===== src/rtl/core/lps_pkg.sv =====
`timescale 1ns / 1ps
// Shared widths, types and codes for the fixed-point line stepper.
// Depends on nothing; every other file of the block uses it.
package lps_pkg;

    localparam int COORD_BITS     = 10;
    localparam int FRAC_BITS      = 10;
    localparam int ACC_BITS       = COORD_BITS + FRAC_BITS + 2;
    localparam int STEP_BITS      = FRAC_BITS + 2;
    localparam int CNT_BITS       = COORD_BITS + 1;
    localparam int NUM_BITS       = CNT_BITS + FRAC_BITS;
    localparam int DIV_CNT_BITS   = $clog2(NUM_BITS + 1);
    localparam int OUT_COORD_BITS = 11;
    localparam int OUT_ADDR_BITS  = 21;
    localparam int STRIDE_BITS    = 11;
    localparam int COLOR_BITS     = 8;
    localparam int PROD_BITS      = OUT_COORD_BITS + STRIDE_BITS + 1;

    typedef logic        [COORD_BITS-1:0]     coord_t;
    typedef logic        [CNT_BITS-1:0]       cnt_t;
    typedef logic signed [STEP_BITS-1:0]      step_t;
    typedef logic signed [ACC_BITS-1:0]       acc_t;
    typedef logic        [NUM_BITS-1:0]       num_t;
    typedef logic        [COLOR_BITS-1:0]     color_t;
    typedef logic        [STRIDE_BITS-1:0]    stride_t;
    typedef logic signed [OUT_COORD_BITS-1:0] out_coord_t;
    typedef logic signed [OUT_ADDR_BITS-1:0]  out_addr_t;

    localparam logic OP_LINE = 1'b0;
    localparam logic OP_TICK = 1'b1;

    localparam stride_t STRIDE_RESET = STRIDE_BITS'(1024);
    localparam step_t   UNIT_STEP    = step_t'(1) <<< FRAC_BITS;

endpackage


===== src/rtl/core/lps_cmd_if.sv =====
`timescale 1ns / 1ps
// Command channel of the line stepper: valid/ready handshake plus payload.
// Depends on lps_pkg.
interface lps_cmd_if;
    logic             valid;
    logic             ready;
    logic             op;
    lps_pkg::coord_t  start_x;
    lps_pkg::coord_t  start_y;
    lps_pkg::coord_t  end_x;
    lps_pkg::coord_t  end_y;
    lps_pkg::color_t  line_color;

    modport source (output valid, op, start_x, start_y, end_x, end_y, line_color,
                    input ready);
    modport sink   (input valid, op, start_x, start_y, end_x, end_y, line_color,
                    output ready);
endinterface


===== src/rtl/core/lps_pixel_if.sv =====
`timescale 1ns / 1ps
// Pixel channel of the line stepper: valid/ready handshake plus payload.
// Depends on lps_pkg.
interface lps_pixel_if;
    logic                 valid;
    logic                 ready;
    lps_pkg::out_coord_t  pixel_x;
    lps_pkg::out_coord_t  pixel_y;
    lps_pkg::out_addr_t   pixel_address;
    lps_pkg::color_t      pixel_color;
    logic                 last_pixel;

    modport source (output valid, pixel_x, pixel_y, pixel_address, pixel_color,
                    last_pixel, input ready);
    modport sink   (input valid, pixel_x, pixel_y, pixel_address, pixel_color,
                    last_pixel, output ready);
endinterface


===== src/rtl/core/lps_divider.sv =====
`timescale 1ns / 1ps
// Restoring unsigned divider, one quotient bit per cycle.
// Depends on lps_pkg.
module lps_divider
(
    input  logic            clk,
    input  logic            rst_n,
    input  logic            start,
    input  lps_pkg::num_t   numerator,
    input  lps_pkg::cnt_t   denominator,
    output logic            done,
    output lps_pkg::num_t   quotient
);
    import lps_pkg::*;

    logic                    busy_reg,  busy_next;
    logic                    done_reg,  done_next;
    logic [DIV_CNT_BITS-1:0] count_reg, count_next;
    cnt_t                    rem_reg,   rem_next;
    cnt_t                    den_reg,   den_next;
    num_t                    quo_reg,   quo_next;
    logic [CNT_BITS:0]       trial;
    logic [CNT_BITS:0]       trial_diff;

    always_comb
    begin
        trial      = {rem_reg, quo_reg[NUM_BITS-1]};
        trial_diff = trial - {1'b0, den_reg};
        busy_next  = busy_reg;
        done_next  = 1'b0;
        count_next = count_reg;
        rem_next   = rem_reg;
        den_next   = den_reg;
        quo_next   = quo_reg;
        if (start)
        begin
            busy_next  = 1'b1;
            count_next = DIV_CNT_BITS'(NUM_BITS);
            rem_next   = '0;
            den_next   = denominator;
            quo_next   = numerator;
        end
        else if (busy_reg)
        begin
            // Bring down the next numerator bit and subtract when it fits.
            if (trial >= {1'b0, den_reg})
            begin
                rem_next = trial_diff[CNT_BITS-1:0];
                quo_next = {quo_reg[NUM_BITS-2:0], 1'b1};
            end
            else
            begin
                rem_next = trial[CNT_BITS-1:0];
                quo_next = {quo_reg[NUM_BITS-2:0], 1'b0};
            end
            count_next = count_reg - 1'b1;
            if (count_reg == DIV_CNT_BITS'(1))
            begin
                busy_next = 1'b0;
                done_next = 1'b1;
            end
        end
    end

    always_ff @(posedge clk or negedge rst_n)
    begin
        if (!rst_n)
        begin
            busy_reg  <= 1'b0;
            done_reg  <= 1'b0;
            count_reg <= '0;
        end
        else
        begin
            busy_reg  <= busy_next;
            done_reg  <= done_next;
            count_reg <= count_next;
        end
    end

    always_ff @(posedge clk)
    begin
        rem_reg <= rem_next;
        den_reg <= den_next;
        quo_reg <= quo_next;
    end

    assign done     = done_reg;
    assign quotient = quo_reg;

endmodule


===== src/rtl/core/fixed_point_line_stepper.sv =====
`timescale 1ns / 1ps
// Top level of the fixed-point DDA line stepper.
// Depends on lps_pkg, lps_cmd_if, lps_pixel_if and lps_divider.
//
// Usage: the cmd channel takes two kinds of transfer. A line command (op 0)
// loads both endpoints and a color and produces no pixel. A tick (op 1) asks
// for the next pixel of the active line; the pixel channel then carries its
// coordinates, its buffer address y*row_stride+x, the color and a last flag.
// A tick with no active line is consumed without a pixel, and a new line
// command replaces any active line at once.
// Flow: a pixel is registered and appears on the pixel channel in the cycle
// after its tick transfer; ticks are taken one per cycle while the receiver
// keeps up and no line is being divided. A line command drops cmd.ready
// while the divider produces the minor-axis step, one quotient bit per cycle.
// The output register lets a tick be taken while the previous pixel is still
// waiting, as long as that pixel leaves in the same cycle; if the receiver
// stalls, cmd.ready stays low until the waiting pixel is taken. Reset clears
// the line state (no active line) and sets row_stride to 1024. The user must
// write row_stride via cfg_we/cfg_wdata only while idle; it is not enforced.
module fixed_point_line_stepper
(
    input  logic              clk,
    input  logic              rst_n,
    input  logic              cfg_we,
    input  lps_pkg::stride_t  cfg_wdata,
    lps_cmd_if.sink           cmd,
    lps_pixel_if.source       pixel
);
    import lps_pkg::*;

    localparam logic ST_IDLE   = 1'b0;
    localparam logic ST_DIVIDE = 1'b1;

    logic        state_reg, state_next;
    stride_t     stride_reg;
    acc_t        x_acc_reg, x_acc_next;
    acc_t        y_acc_reg, y_acc_next;
    step_t       x_step_reg, x_step_next;
    step_t       y_step_reg, y_step_next;
    cnt_t        remain_reg, remain_next;
    color_t      color_reg, color_next;
    logic        x_major_reg, x_major_next;
    logic        minor_neg_reg, minor_neg_next;

    logic        out_valid_reg, out_valid_next;
    out_coord_t  out_x_reg;
    out_coord_t  out_y_reg;
    out_addr_t   out_addr_reg;
    color_t      out_color_reg;
    logic        out_last_reg;

    // Command decode.
    logic        take;
    logic        emit;
    coord_t      adx, ady;
    logic        x_major;
    cnt_t        major_len;
    cnt_t        minor_mag;
    logic        minor_neg;
    num_t        div_num;
    logic        div_done;
    num_t        div_quo;
    step_t       minor_step;

    // Pixel arithmetic.
    out_coord_t            px, py;
    logic signed [PROD_BITS-1:0] addr_prod;
    out_addr_t             addr;

    assign cmd.ready = (state_reg == ST_IDLE) && (!out_valid_reg || pixel.ready);
    assign take      = cmd.valid && cmd.ready;
    assign emit      = take && (cmd.op == OP_TICK) && (remain_reg != '0);

    always_comb
    begin
        adx = (cmd.end_x >= cmd.start_x) ? cmd.end_x - cmd.start_x
                                         : cmd.start_x - cmd.end_x;
        ady = (cmd.end_y >= cmd.start_y) ? cmd.end_y - cmd.start_y
                                         : cmd.start_y - cmd.end_y;
        x_major = (adx >= ady);
        if (x_major)
        begin
            major_len = {1'b0, adx} + 1'b1;
            minor_mag = {1'b0, ady} + 1'b1;
            minor_neg = (cmd.start_y > cmd.end_y);
        end
        else
        begin
            major_len = {1'b0, ady} + 1'b1;
            minor_mag = {1'b0, adx} + 1'b1;
            minor_neg = (cmd.start_x > cmd.end_x);
        end
        // Magnitude of (delta + 1) scaled by the fraction; the sign is
        // applied after the division, which truncates toward zero.
        div_num = {minor_mag, {FRAC_BITS{1'b0}}};
    end

    lps_divider u_divider
    (
        .clk         (clk),
        .rst_n       (rst_n),
        .start       (take && (cmd.op == OP_LINE)),
        .numerator   (div_num),
        .denominator (major_len),
        .done        (div_done),
        .quotient    (div_quo)
    );

    assign minor_step = minor_neg_reg ? -step_t'(div_quo[STEP_BITS-1:0])
                                      :  step_t'(div_quo[STEP_BITS-1:0]);

    // Pixel coordinates are the accumulators shifted right arithmetically.
    assign px        = OUT_COORD_BITS'(x_acc_reg >>> FRAC_BITS);
    assign py        = OUT_COORD_BITS'(y_acc_reg >>> FRAC_BITS);
    assign addr_prod = PROD_BITS'(py) * $signed(PROD_BITS'(stride_reg));
    assign addr      = OUT_ADDR_BITS'(addr_prod + PROD_BITS'(px));

    always_comb
    begin
        state_next     = state_reg;
        x_acc_next     = x_acc_reg;
        y_acc_next     = y_acc_reg;
        x_step_next    = x_step_reg;
        y_step_next    = y_step_reg;
        remain_next    = remain_reg;
        color_next     = color_reg;
        x_major_next   = x_major_reg;
        minor_neg_next = minor_neg_reg;
        unique case (state_reg)
            ST_IDLE:
            begin
                if (take && (cmd.op == OP_LINE))
                begin
                    // Load everything but the minor step, which the divider
                    // delivers later.
                    x_acc_next     = acc_t'({cmd.start_x, {FRAC_BITS{1'b0}}});
                    y_acc_next     = acc_t'({cmd.start_y, {FRAC_BITS{1'b0}}});
                    remain_next    = major_len;
                    color_next     = cmd.line_color;
                    x_major_next   = x_major;
                    minor_neg_next = minor_neg;
                    if (x_major)
                    begin
                        x_step_next = (cmd.start_x > cmd.end_x) ? -UNIT_STEP : UNIT_STEP;
                    end
                    else
                    begin
                        y_step_next = (cmd.start_y > cmd.end_y) ? -UNIT_STEP : UNIT_STEP;
                    end
                    state_next = ST_DIVIDE;
                end
                else if (emit)
                begin
                    x_acc_next  = x_acc_reg + ACC_BITS'(x_step_reg);
                    y_acc_next  = y_acc_reg + ACC_BITS'(y_step_reg);
                    remain_next = remain_reg - 1'b1;
                end
            end
            ST_DIVIDE:
            begin
                if (div_done)
                begin
                    if (x_major_reg)
                    begin
                        y_step_next = minor_step;
                    end
                    else
                    begin
                        x_step_next = minor_step;
                    end
                    state_next = ST_IDLE;
                end
            end
            default:
            begin
                state_next = ST_IDLE;
            end
        endcase
    end

    always_comb
    begin
        out_valid_next = out_valid_reg;
        if (emit)
        begin
            out_valid_next = 1'b1;
        end
        else if (pixel.ready)
        begin
            out_valid_next = 1'b0;
        end
    end

    always_ff @(posedge clk or negedge rst_n)
    begin
        if (!rst_n)
        begin
            state_reg     <= ST_IDLE;
            stride_reg    <= STRIDE_RESET;
            x_acc_reg     <= '0;
            y_acc_reg     <= '0;
            x_step_reg    <= '0;
            y_step_reg    <= '0;
            remain_reg    <= '0;
            color_reg     <= '0;
            x_major_reg   <= 1'b0;
            minor_neg_reg <= 1'b0;
            out_valid_reg <= 1'b0;
        end
        else
        begin
            state_reg     <= state_next;
            if (cfg_we)
            begin
                stride_reg <= cfg_wdata;
            end
            x_acc_reg     <= x_acc_next;
            y_acc_reg     <= y_acc_next;
            x_step_reg    <= x_step_next;
            y_step_reg    <= y_step_next;
            remain_reg    <= remain_next;
            color_reg     <= color_next;
            x_major_reg   <= x_major_next;
            minor_neg_reg <= minor_neg_next;
            out_valid_reg <= out_valid_next;
        end
    end

    always_ff @(posedge clk)
    begin
        if (emit)
        begin
            out_x_reg     <= px;
            out_y_reg     <= py;
            out_addr_reg  <= addr;
            out_color_reg <= color_reg;
            out_last_reg  <= (remain_reg == CNT_BITS'(1));
        end
    end

    assign pixel.valid         = out_valid_reg;
    assign pixel.pixel_x       = out_x_reg;
    assign pixel.pixel_y       = out_y_reg;
    assign pixel.pixel_address = out_addr_reg;
    assign pixel.pixel_color   = out_color_reg;
    assign pixel.last_pixel    = out_last_reg;

endmodule

===== src/flat_wrapper.sv =====
// flat-port wrapper written by rule: the top's interface ports become plain ports
module fixed_point_line_stepper_flat import lps_pkg::*;
  (clk, rst_n, cfg_we, cfg_wdata, cmd_valid, cmd_op, cmd_start_x, cmd_start_y, cmd_end_x, cmd_end_y, cmd_line_color, cmd_ready, pixel_valid, pixel_pixel_x, pixel_pixel_y, pixel_pixel_address, pixel_pixel_color, pixel_last_pixel, pixel_ready);
  lps_cmd_if cmd_i ();
  lps_pixel_if pixel_i ();
  input  logic clk;
  input  logic rst_n;
  input  logic cfg_we;
  input  lps_pkg::stride_t cfg_wdata;
  input wire logic [$bits(cmd_i.valid)-1:0] cmd_valid;
  input wire logic [$bits(cmd_i.op)-1:0] cmd_op;
  input wire logic [$bits(cmd_i.start_x)-1:0] cmd_start_x;
  input wire logic [$bits(cmd_i.start_y)-1:0] cmd_start_y;
  input wire logic [$bits(cmd_i.end_x)-1:0] cmd_end_x;
  input wire logic [$bits(cmd_i.end_y)-1:0] cmd_end_y;
  input wire logic [$bits(cmd_i.line_color)-1:0] cmd_line_color;
  output wire logic [$bits(cmd_i.ready)-1:0] cmd_ready;
  output wire logic [$bits(pixel_i.valid)-1:0] pixel_valid;
  output wire logic [$bits(pixel_i.pixel_x)-1:0] pixel_pixel_x;
  output wire logic [$bits(pixel_i.pixel_y)-1:0] pixel_pixel_y;
  output wire logic [$bits(pixel_i.pixel_address)-1:0] pixel_pixel_address;
  output wire logic [$bits(pixel_i.pixel_color)-1:0] pixel_pixel_color;
  output wire logic [$bits(pixel_i.last_pixel)-1:0] pixel_last_pixel;
  input wire logic [$bits(pixel_i.ready)-1:0] pixel_ready;
  assign cmd_i.valid = cmd_valid;
  assign cmd_i.op = cmd_op;
  assign cmd_i.start_x = cmd_start_x;
  assign cmd_i.start_y = cmd_start_y;
  assign cmd_i.end_x = cmd_end_x;
  assign cmd_i.end_y = cmd_end_y;
  assign cmd_i.line_color = cmd_line_color;
  assign cmd_ready = cmd_i.ready;
  assign pixel_valid = pixel_i.valid;
  assign pixel_pixel_x = pixel_i.pixel_x;
  assign pixel_pixel_y = pixel_i.pixel_y;
  assign pixel_pixel_address = pixel_i.pixel_address;
  assign pixel_pixel_color = pixel_i.pixel_color;
  assign pixel_last_pixel = pixel_i.last_pixel;
  assign pixel_i.ready = pixel_ready;
  fixed_point_line_stepper u_core (.clk(clk), .rst_n(rst_n), .cfg_we(cfg_we), .cfg_wdata(cfg_wdata), .cmd(cmd_i), .pixel(pixel_i));
endmodule

===== config.mk =====
export PLATFORM = sky130hd
export DESIGN_NAME = fixed_point_line_stepper_flat
export DESIGN_NICKNAME = d
export VERILOG_FILES = /design/src/rtl/core/lps_pkg.sv /design/src/rtl/core/lps_cmd_if.sv /design/src/rtl/core/lps_pixel_if.sv /design/src/rtl/core/lps_divider.sv /design/src/rtl/core/fixed_point_line_stepper.sv /design/src/flat_wrapper.sv
export SDC_FILE = /design/constraint.sdc
export NUM_CORES = 1
export LEC_CHECK = 0
export BUFFER_PORTS_ARGS = -buffer_cell sky130_fd_sc_hd__buf_2
export CAP_MARGIN = 20
export CELL_PAD_IN_SITES_DETAIL_PLACEMENT = 0
export CELL_PAD_IN_SITES_GLOBAL_PLACEMENT = 2
export CORE_MARGIN = 3
export CORE_UTILIZATION = 43
export DETAILED_ROUTE_END_ITERATION = 8
export GPL_TIMING_DRIVEN = 0
export PLACE_DENSITY_LB_ADDON = 0.05
export SLEW_MARGIN = 40
export SYNTH_ARGS = -nofsm -noshare
export SYNTH_HDL_FRONTEND = slang
export SYNTH_SLANG_ARGS = --single-unit

===== constraint.sdc =====
create_clock -name clk -period 11.6 [get_ports clk]
set_input_delay 1.16 -clock clk [delete_from_list [all_inputs] [get_ports clk]]
set_output_delay 1.16 -clock clk [all_outputs]
set_load 0.005 [all_outputs]

== Word level (Yosys, flattened, before mapping) ==
Cells that the tools add are included.
Storage, ports and cells
  logic and storage cells: 109
  output and inout port bits: 54
  bits in registers: 204
  input bits: 65
Operators by class
  muxes and demuxes: 41
  order comparisons: 6
  eq/ne operators: 8
  add/subtract/negate cells: 13
  multiply operators: 1
  bitwise operators: 2
  reduce and logical (&&, ||, !) cells: 15
Operators by type and width (count)
  $mux W12: 11
  $mux W22: 4
  $mux W11: 5
  $pmux W12 S2: 2
  $add A22 B12 Y22: 2
  $mux W21: 2
  $sub A10 B10 Y10: 4
  $ge A10 B10 Y1: 3
  $add A10 B1 Y11 const B: 2
  $add A21 B11 Y21: 1
  $mul A11 B12 Y21: 1
  $gt A10 B10 Y1: 2
  $mux W10: 2
  $ge A12 B11 Y1: 1
  $mux W1: 12
  $neg A12 Y12: 1
  $eq A11 B1 Y1 const B: 1
  $reduce_bool A11 Y1: 1
  $sub A11 B1 Y11 const B: 1
  $sub A11 B11 Y11: 1
  $mux W5: 2
  $ne A2 B2 Y1 const B: 5
  $reduce_and A4 Y1: 2
  $reduce_bool A2 Y1: 3
  9 further kinds: 15

== Longest topological paths before layout ==
Gate-level depths: netlist of run 1.
  word-level depth: 8
  depth in mapped cells: 23
  depth with buffers taken out: 22

== Modules after synthesis ==
Synthesis of run 1 repeated with hierarchy kept, for this count alone.
Second synthesis, totals
  cell total of the unflattened synthesis: 1892
  area, all modules: 17825.8 um2
Modules (own cells, without submodules)
  fixed_point_line_stepper: seq. area each 4065.1 um2, area each 15058.2 um2, instances 1, cells an instance 1652
  lps_divider: seq. area each 1356.3 um2, area each 2767.7 um2, instances 1, cells an instance 240

== Worst setup path before layout of run 1 ==
No wires, ideal clock.
  path type: input port to flip-flop
  from: input cmd_end_y[0]
  to: register u_core.x_step_reg[11]
  setup slack: 5922 ps
  library setup time: 125 ps
  data arrival time: 5553 ps
  cell stages on the path: 20
  path buffers: 2
  data required time: 11475 ps
  cell sequence: inv_1 -> ha_1 -> inv_1 -> fa_1 -> a21o_1 -> a221o_1 -> a211oi_2 -> mux2_2 -> a221o_1 -> a31oi_1 -> xnor2_1 -> inv_1 -> ha_1 -> o21ai_0 -> o21bai_1 -> clkbuf_1 -> nand2_1 -> o21ai_1 -> clkbuf_1 -> mux2_2
Between the ends
  cells in the longest elaborated chain, start to end: 5
  elaborated cells on any way between the ends: 7
  those cells by class: add/sub: 2; order compare: 2; eq/ne: 1; mux: 1; reduce/logical: 1
Ends and longest elaborated chain
  start: declaration: line flat_wrapper.sv:15  | input wire logic [$bits(cmd_i.end_y)-1:0] cmd_end_y;
  $sub A10 B10 Y10, or another cell as far along: line fixed_point_line_stepper.sv:79  | : cmd.start_y - cmd.end_y;
  $mux W10 (*): line fixed_point_line_stepper.sv:78  | ady = (cmd.end_y >= cmd.start_y) ? cmd.end_y - cmd.start_y
  $ge A10 B10 Y1 (*): line fixed_point_line_stepper.sv:80  | x_major = (adx >= ady);
  $ne A2 B1 Y1 (no source line) (*)
  $reduce_and A4 Y1 (no source line) (*)
  end signal: assignment: line fixed_point_line_stepper.sv:219  | x_step_reg <= x_step_next;
  end: declaration: line fixed_point_line_stepper.sv:38  | step_t x_step_reg, x_step_next;
Mark *: on every way between the ends. The rest lies on a longest branch, timed or not.
A chain may end at the register's enable or synchronous reset.

== Worst setup path after layout of run 1 ==
  from: input cmd_start_y[0]
  to: register u_core.y_step_reg[9]
Between the ends
  cells in the longest elaborated chain, start to end: 5
  elaborated cells on any way between the ends: 7
  those cells by class: add/sub: 2; order compare: 2; eq/ne: 1; mux: 1; reduce/logical: 1
Ends and longest elaborated chain
  start: declaration: line flat_wrapper.sv:13  | input wire logic [$bits(cmd_i.start_y)-1:0] cmd_start_y;
  $sub A10 B10 Y10, or another cell as far along: line fixed_point_line_stepper.sv:79
  $mux W10 (*): line fixed_point_line_stepper.sv:78
  $ge A10 B10 Y1 (*): line fixed_point_line_stepper.sv:80
  $ne A2 B2 Y1 (no source line) (*)
  $reduce_and A4 Y1 (no source line) (*)
  end signal: assignment: line fixed_point_line_stepper.sv:220  | y_step_reg <= y_step_next;
  end: declaration: line fixed_point_line_stepper.sv:39  | step_t y_step_reg, y_step_next;
Marks and branches as above.

==> impl_metrics.yaml, run 1 <==
clock_tree:
  clock_insertion_delay_worst_skew_ps: 570
  post_cts_resized: 0
  cts_hold_repair.buffers: 0
  ctsLongestPathBuffers: 3
  cts_tree: "built"
  post_cts_repair_timing_setup_buffer_count: 0
  total_number_of_h_tree_levels: 1
  cts_sinks: 202
  cts-buffers-inserted: 27
  cts.root.buffer_cell: "clkbuf_16"
  clkSlewWorstSetupHoldPaths_ps: 60
min_path:
  timing.hold.worst_path_depth: 0
  hp-class: "flip-flop to flip-flop"
detailed_routing:
  route.antenna.remaining_nets: 0
  vias: 13400
  drtPass1Iterations: 5
  route.detailed.drc: 0
  post_drt_wl_per_cell_microns: 18.7
  first_iter_violations: 721
  detail_route.wirelength_mm: 47.2
  vias_per_cell: 5.30
logic_synthesis:
  mappedNetlistArea_sq_mm: 0.0172
  synth_top_cell_by_area: "dfrtp_1"
  synth_top_cells_by_area: "dfrtp_1 15%, edfxtp_1 13%, fa_1 13%, ha_1 12%, inv_1 5.6%"
  async_flop_share_pct: 53.0
  synthCells: 1837
  netlist-cell-type-count: 78
  ys_dominant_reg_cell: "dfrtp_1"
  seq_area_frac_synth_pct: 31.0
  synthesis.nets: 2178
  top_cell_type_s_share_of_synthesized_area_pct: 15.5
  yosysWarningCount: 0
  synth_area_per_cell_sq_um: 9.34
  synth_enable_flop_cells: 74
  dominant_cell_by_count_in_the_synthesized_netlist: "inv_1"
  yosys-top-cells-count: "257 x inv_1, 192 x nand2_1, 168 x ha_1, 108 x fa_1, 106 x dfrtp_1"
  ys_ff_latch: 202
sta:
  final-max-slew-violation-count: 0
  setup_tns_ps: 0
  finalCritPeriodShare_pct: 55.6
  setup_viol: 0
  timing.hold.ws_ps: 448
  grt_setup_unrepaired: "no"
  setup_slack_ps: 5150
  timing.slew.headroom_pct: 40.5
  fmaxAchievable_ghz: 0.155
  hold_viol_final: 0
  timing_worst_slew_pin_value_ps: 893
  worst_clock_skew_ps: 18.3
  fin_crit_ps: 6450
worst_setup_path:
  critPathLaunchType: "input port"
  cp_data_required_time_ps: 12040
  path_class: "input port to flip-flop"
  worst-endpoint-arrival_ps: 6890
  max_incr_delay_on_cp_ps: 560
  r2r.worst_path.cells: 20
  cpMaxStageDelayCell: "clkbuf_1"
  crit_fanout: 10
  timing.critical_path.to_type: "flip-flop"
  crit_path_cell_trace: "buf_2 -> ha_1 -> inv_1 -> fa_1 -> a21o_1 -> a221o_1 -> a211oi_2 -> buf_6 -> mux2i_1 -> xnor2_1 -> ha_1 -> a21o_1 -> a211oi_1 -> o31a_1 -> o21bai_1 -> clkbuf_1 -> nand2b_1 -> nand2_1 -> clkbuf_1 -> mux2_2"
flow_run:
  max-cap-violations: 0
run_status:
  status: "finished, final reports clean"
cells_and_area:
  post_route_cells_drive_above_1_share_pct: 11.6
  finish.net_count: 2327
  area_growth_syn_to_layout_pct: 12.9
  finish.utilization_pct: 49.7
  final_antenna_diode_count: 0
placement:
  port_bufs: 118
  routabilityCongestion: 0.835
  place.detailed.hpwl_mm: 37.2
  dpl_worst_slack_ps: 4620
global_routing:
  grt_pass1_vias: 13300
  grt_antenna_before_repair: 1
  grt_pass1_wl_mm: 74.7
  grt_max_degree: 57
  overflow_left_after_global_routing: 0
  groute.usage.overall_pct: 22.6
die:
  io_pins: 119
  core-area_sq_mm: 0.0390
  die-area_sq_mm: 0.0423
  placement_rows: 72
  floorplan.initialDensity_pct: 44.0
  die_w_microns: 206
  die_height_microns: 206
==> critical path, delay by kind of cell <==
| family | cells | cell delay [ps] |
|---|---|---|
| AO/OA/AOI/OAI | 7 | 1810 |
| multiplexers | 2 | 510 |
| buffers and inverters | 5 | 1260 |
| XOR/XNOR | 1 | 450 |
| adder cells (fa/ha/maj) | 3 | 930 |
| AND/OR/NAND/NOR | 2 | 730 |
==> layer usage <==
layer  share of wire, %  wire length (microns)  GRT usage [%]
met4                2.1                    993           4.51
met3                4.5                   2140           3.18
met2                 44                  20800           35.4
met5                  0                      0              0
met1                 49                  23200           33.4
==> layout by cell type, fill, tap and decap left out, types with 5 or more instances in the layout <==
| cell | Yosys | routed |
|---|---|---|
| o21bai_1 | 7 | 7 |
| clkbuf_16 | 0 | 28 |
| nand4_1 | 12 | 12 |
| dfrtp_1 | 106 | 106 |
| o221ai_1 | 5 | 5 |
| clkbuf_1 | 54 | 60 |
| o31ai_1 | 10 | 10 |
| buf_1 | 9 | 7 |
| a21oi_1 | 83 | 83 |
| xnor2_1 | 49 | 49 |
| o21a_1 | 9 | 9 |
| nand2_1 | 192 | 192 |
| or3_1 | 16 | 16 |
| and2_1 | 55 | 55 |
| a21o_1 | 33 | 33 |
| ha_1 | 168 | 168 |
| dfxtp_1 | 21 | 21 |
| a221oi_1 | 6 | 6 |
| nor2_1 | 85 | 83 |
| o211ai_1 | 10 | 10 |
| o21ai_0 | 98 | 98 |
| o22ai_1 | 10 | 10 |
| clkinv_2 | 0 | 6 |
| xor2_1 | 39 | 39 |
| a211oi_1 | 20 | 20 |
| a221o_1 | 6 | 6 |
| and3_1 | 9 | 9 |
| nand3_1 | 53 | 53 |
| inv_1 | 257 | 257 |
| nor3_1 | 30 | 30 |
| mux2_2 | 35 | 35 |
| fa_1 | 108 | 108 |
| nor2b_1 | 24 | 24 |
| a31oi_1 | 10 | 10 |
| edfxtp_1 | 74 | 74 |
| or2_2 | 5 | 5 |
| mux2i_1 | 36 | 36 |
| nand2b_1 | 13 | 13 |
| o31a_1 | 5 | 5 |
| buf_2 | 4 | 123 |
==> stage by stage <==
stage	std cells	cell area, sq um
3_3_place_gp	2473	18400
4_1_cts	2525	19400
3_5_place_dp	2475	18500
2_1_floorplan	1837	17200
5_1_grt	2525	19400
6_report	2525	19400
==> kinds of logic after synthesis <==
| logic type | share of synthesized area (%) |
|---|---|
| multiplexers | 4.40 |
| flip-flops | 31.0 |
| AO/OA/AOI/OAI | 13.4 |
| adder cells (fa/ha/maj) | 24.8 |
| XOR/XNOR | 4.68 |
| buffers and inverters | 7.31 |
| AND/OR/NAND/NOR | 14.4 |
==> final timing paths <==
kind | startpoint | to | slack (ps)
worst max register to register | u_core.y_acc_reg[12] | u_core.pixel.pixel_address[19] | 5340
worst min-delay path | u_core.color_reg[7] | u_core.pixel.pixel_color[7] | 450
max in group asynchronous | rst_n | u_core.u_divider.count_reg[1] | 10430
worst max-delay path | cmd_start_y[0] | u_core.y_step_reg[9] | 5150
min in group asynchronous | rst_n | u_core.stride_reg[0] | 510
worst min register to register | u_core.color_reg[7] | u_core.pixel.pixel_color[7] | 450
==> final cells by class <==
| cell class | count | area [sq um] |
|---|---|---|
| Buffer | 70 | 293 |
| Clock buffer | 35 | 727 |
| Clock inverter | 15 | 178 |
| Fill cell | 3729 | 19600 |
| Inverter | 258 | 968 |
| Multi-Input combinational cell | 1307 | 10600 |
| Sequential cell | 202 | 5320 |
| Tap cell | 518 | 648 |
| Timing Repair Buffer | 120 | 648 |
Power of run 1 is left out: the tool's default activity adds up to more than one toggle a clock period on the data nets, which glitch-free logic cannot reach.
==> run 2: changes to the inputs <==
--- a/config.mk
+++ b/config.mk
@@ -10,7 +10,7 @@
 export CELL_PAD_IN_SITES_DETAIL_PLACEMENT = 0
 export CELL_PAD_IN_SITES_GLOBAL_PLACEMENT = 2
 export CORE_MARGIN = 3
-export CORE_UTILIZATION = 43
+export CORE_UTILIZATION = 40
 export DETAILED_ROUTE_END_ITERATION = 8
 export GPL_TIMING_DRIVEN = 0
 export PLACE_DENSITY_LB_ADDON = 0.05
==> constraint.sdc (replaced) <==
create_clock -name clk -period 6.39 [get_ports clk]
set_input_delay 0.639 -clock clk [delete_from_list [all_inputs] [get_ports clk]]
set_output_delay 0.639 -clock clk [all_outputs]
set_load 0.005 [all_outputs]
==> run 2 against run 1 <==
  * Routed wire length is 3.1% higher
  * Worst setup slack worse by 4800 ps
  * Non-clock buffer count is 1 higher
  * Sequential cell count stayed put
  * Via count is 0.47% lower
  * Critical endpoint is now u_core.pixel.pixel_address[19]
  * Clock skew is 0.67 ps higher
  * Global-route usage is 0.77 points lower
==> impl_metrics.yaml, run 2 (same netlist as run 1, synthesis figures left out) <==
run_status:
  status: "finished, final reports clean"
global_routing:
  grt_pass1_vias: 13400
  grt_util_met1_pct: 30.4
  groute.usage.overall_pct: 21.8
  grt_pass1_wl_mm: 77.1
  grt_busiest_layer: "met2"
  grt_use_met2_pct: 37.3
  grt_max_degree: 56
  overflow_left_after_global_routing: 0
  grt_util_met3_pct: 2.48
  grt_antenna_before_repair: 0
clock_tree:
  total_number_of_h_tree_levels: 1
  cts-buffers-inserted: 27
  clkSlewWorstSetupHoldPaths_ps: 60
  cts_tree: "built"
  ctsLongestPathBuffers: 3
  cts.root.buffer_cell: "clkbuf_16"
  cts_sinks: 202
  clock_insertion_delay_worst_skew_ps: 580
worst_setup_path:
  crit_path_cell_trace: "clkbuf_1 -> and2_1 -> fa_1 -> ha_1 -> fa_1 -> inv_1 -> fa_1 -> fa_1 -> inv_1 -> ha_1 -> a21oi_1 -> nor2b_1 -> nor2_1 -> o21ai_0 -> a41oi_2 -> a211oi_1 -> o21a_1 -> o21a_1 -> o311ai_0"
  crit_fanout: 10
  cp_data_required_time_ps: 6700
  crit_buf_inv: 3
  path_class: "flip-flop to flip-flop"
  timing.critical_path.to_type: "flip-flop"
  critPathLaunchType: "flip-flop"
  critical-path-top-delay-family: "adder cells"
  r2r_setup_slack_ps: 340
  cpMaxStageDelayCell: "fa_1"
  max_incr_delay_on_cp_ps: 550
  crit_path_frequent_cell: "fa_1"
  worst-endpoint-arrival_ps: 6360
cells_and_area:
  area_growth_syn_to_layout_pct: 13.3
  finish.net_count: 2328
  final-instance-count-excl-fill: 2547
  final_antenna_diode_count: 0
  post_route_cells_drive_above_1_share_pct: 12.3
  most-common-layout-cells: "257 x inv_1, 192 x nand2_1, 168 x ha_1"
  footprint_of_the_multi_input_gates_sq_mm: 0.0106
  finish.utilization_pct: 46.1
  filler_cell_count: 4147
  mostFrequentLayoutCell: "inv_1"
  storage_element_area_sq_mm: 0.00532
detailed_routing:
  route.detailed.drc: 0
  detail_route.wirelength_mm: 48.6
  route.antenna.remaining_nets: 0
  vias_per_cell: 5.23
  vias: 13300
  first_iter_violations: 599
  post_drt_wl_per_cell_microns: 19.1
  drtPass1Iterations: 5
die:
  die-area_sq_mm: 0.0454
  io_pins: 119
  placement_rows: 75
  die_height_microns: 213
  die_w_microns: 213
  floorplan.initialDensity_pct: 40.7
  core-area_sq_mm: 0.0421
placement:
  place.detailed.hpwl_mm: 38.3
  routabilityCongestion: 0.828
  inst_count_dp: 2497
  port_bufs: 118
sta:
  final-max-slew-violation-count: 0
  worst_clock_skew_ps: 18.9
  fin_crit_ps: 6050
  timing_worst_slew_pin_value_ps: 832
  fmaxAchievable_ghz: 0.165
  hold_viol_final: 0
  finalCritPeriodShare_pct: 94.6
  grt_setup_unrepaired: "no"
  setup_tns_ps: 0
  setup_viol: 0
  timing.slew.headroom_pct: 44.5
min_path:
  hp-class: "input port to flip-flop"
flow_run:
  max-cap-violations: 0
## run 2: repair_timing
action,CTS,global route
hold endpoints to repair,28,0
hold buffers,1,0
endpoints found under the setup margin,1,2
resized for setup,1,28
setup buffers,0,0
## run 2: final timing paths
path / endpoint / start / depth (start not counted)
worst max register to register: u_core.pixel.pixel_address[19] / u_core.stride_reg[6] / 19
min in group asynchronous: u_core.stride_reg[0] / rst_n / 2
worst max-delay path: u_core.pixel.pixel_address[19] / u_core.stride_reg[6] / 19
max in group asynchronous: u_core.u_divider.done / rst_n / 3
worst min register to register: u_core.pixel.pixel_color[6] / u_core.color_reg[6] / 0
worst min-delay path: u_core.color_reg[1] / cmd_line_color[1] / 3
## run 2: worst min-delay path, stage by stage
cell and delay, ps:
buf_2 70, nand2_1 40, nand2_1 40
## run 2: area by class of cell
cell class / count / share of cell area [%]
multi-input cells: 1307 / 54.5
flip-flops and latches: 202 / 27.4
plain buffers: 69 / 1.57
repair buffers: 122 / 3.42
well taps: 539 / 3.47
inverters: 258 / 4.98
clock buffers: 37 / 3.83
clock inverters: 13 / 0.792
## run 2: stage by stage
step / setup slack (ps) / instance area [sq um] / hold WS, ps
2_1_floorplan: 1200 / 17200 / 343
3_3_place_gp: -81.7 / 18400 / 431
3_5_place_dp: -116 / 18500 / 438
4_1_cts: 10.7 / 19400 / 232
5_1_grt: 22.0 / 19400 / 246
6_report: 345 / 19400 / 262
## run 2: metal layers
metal | wire length, microns | vias up
met5 | 0 | -
met4 | 724 | 0
met3 | 1550 | 37
met2 | 23400 | 187
met1 | 23000 | 6560
li1 | - | 6535
Power of run 2 is left out for the same reason.
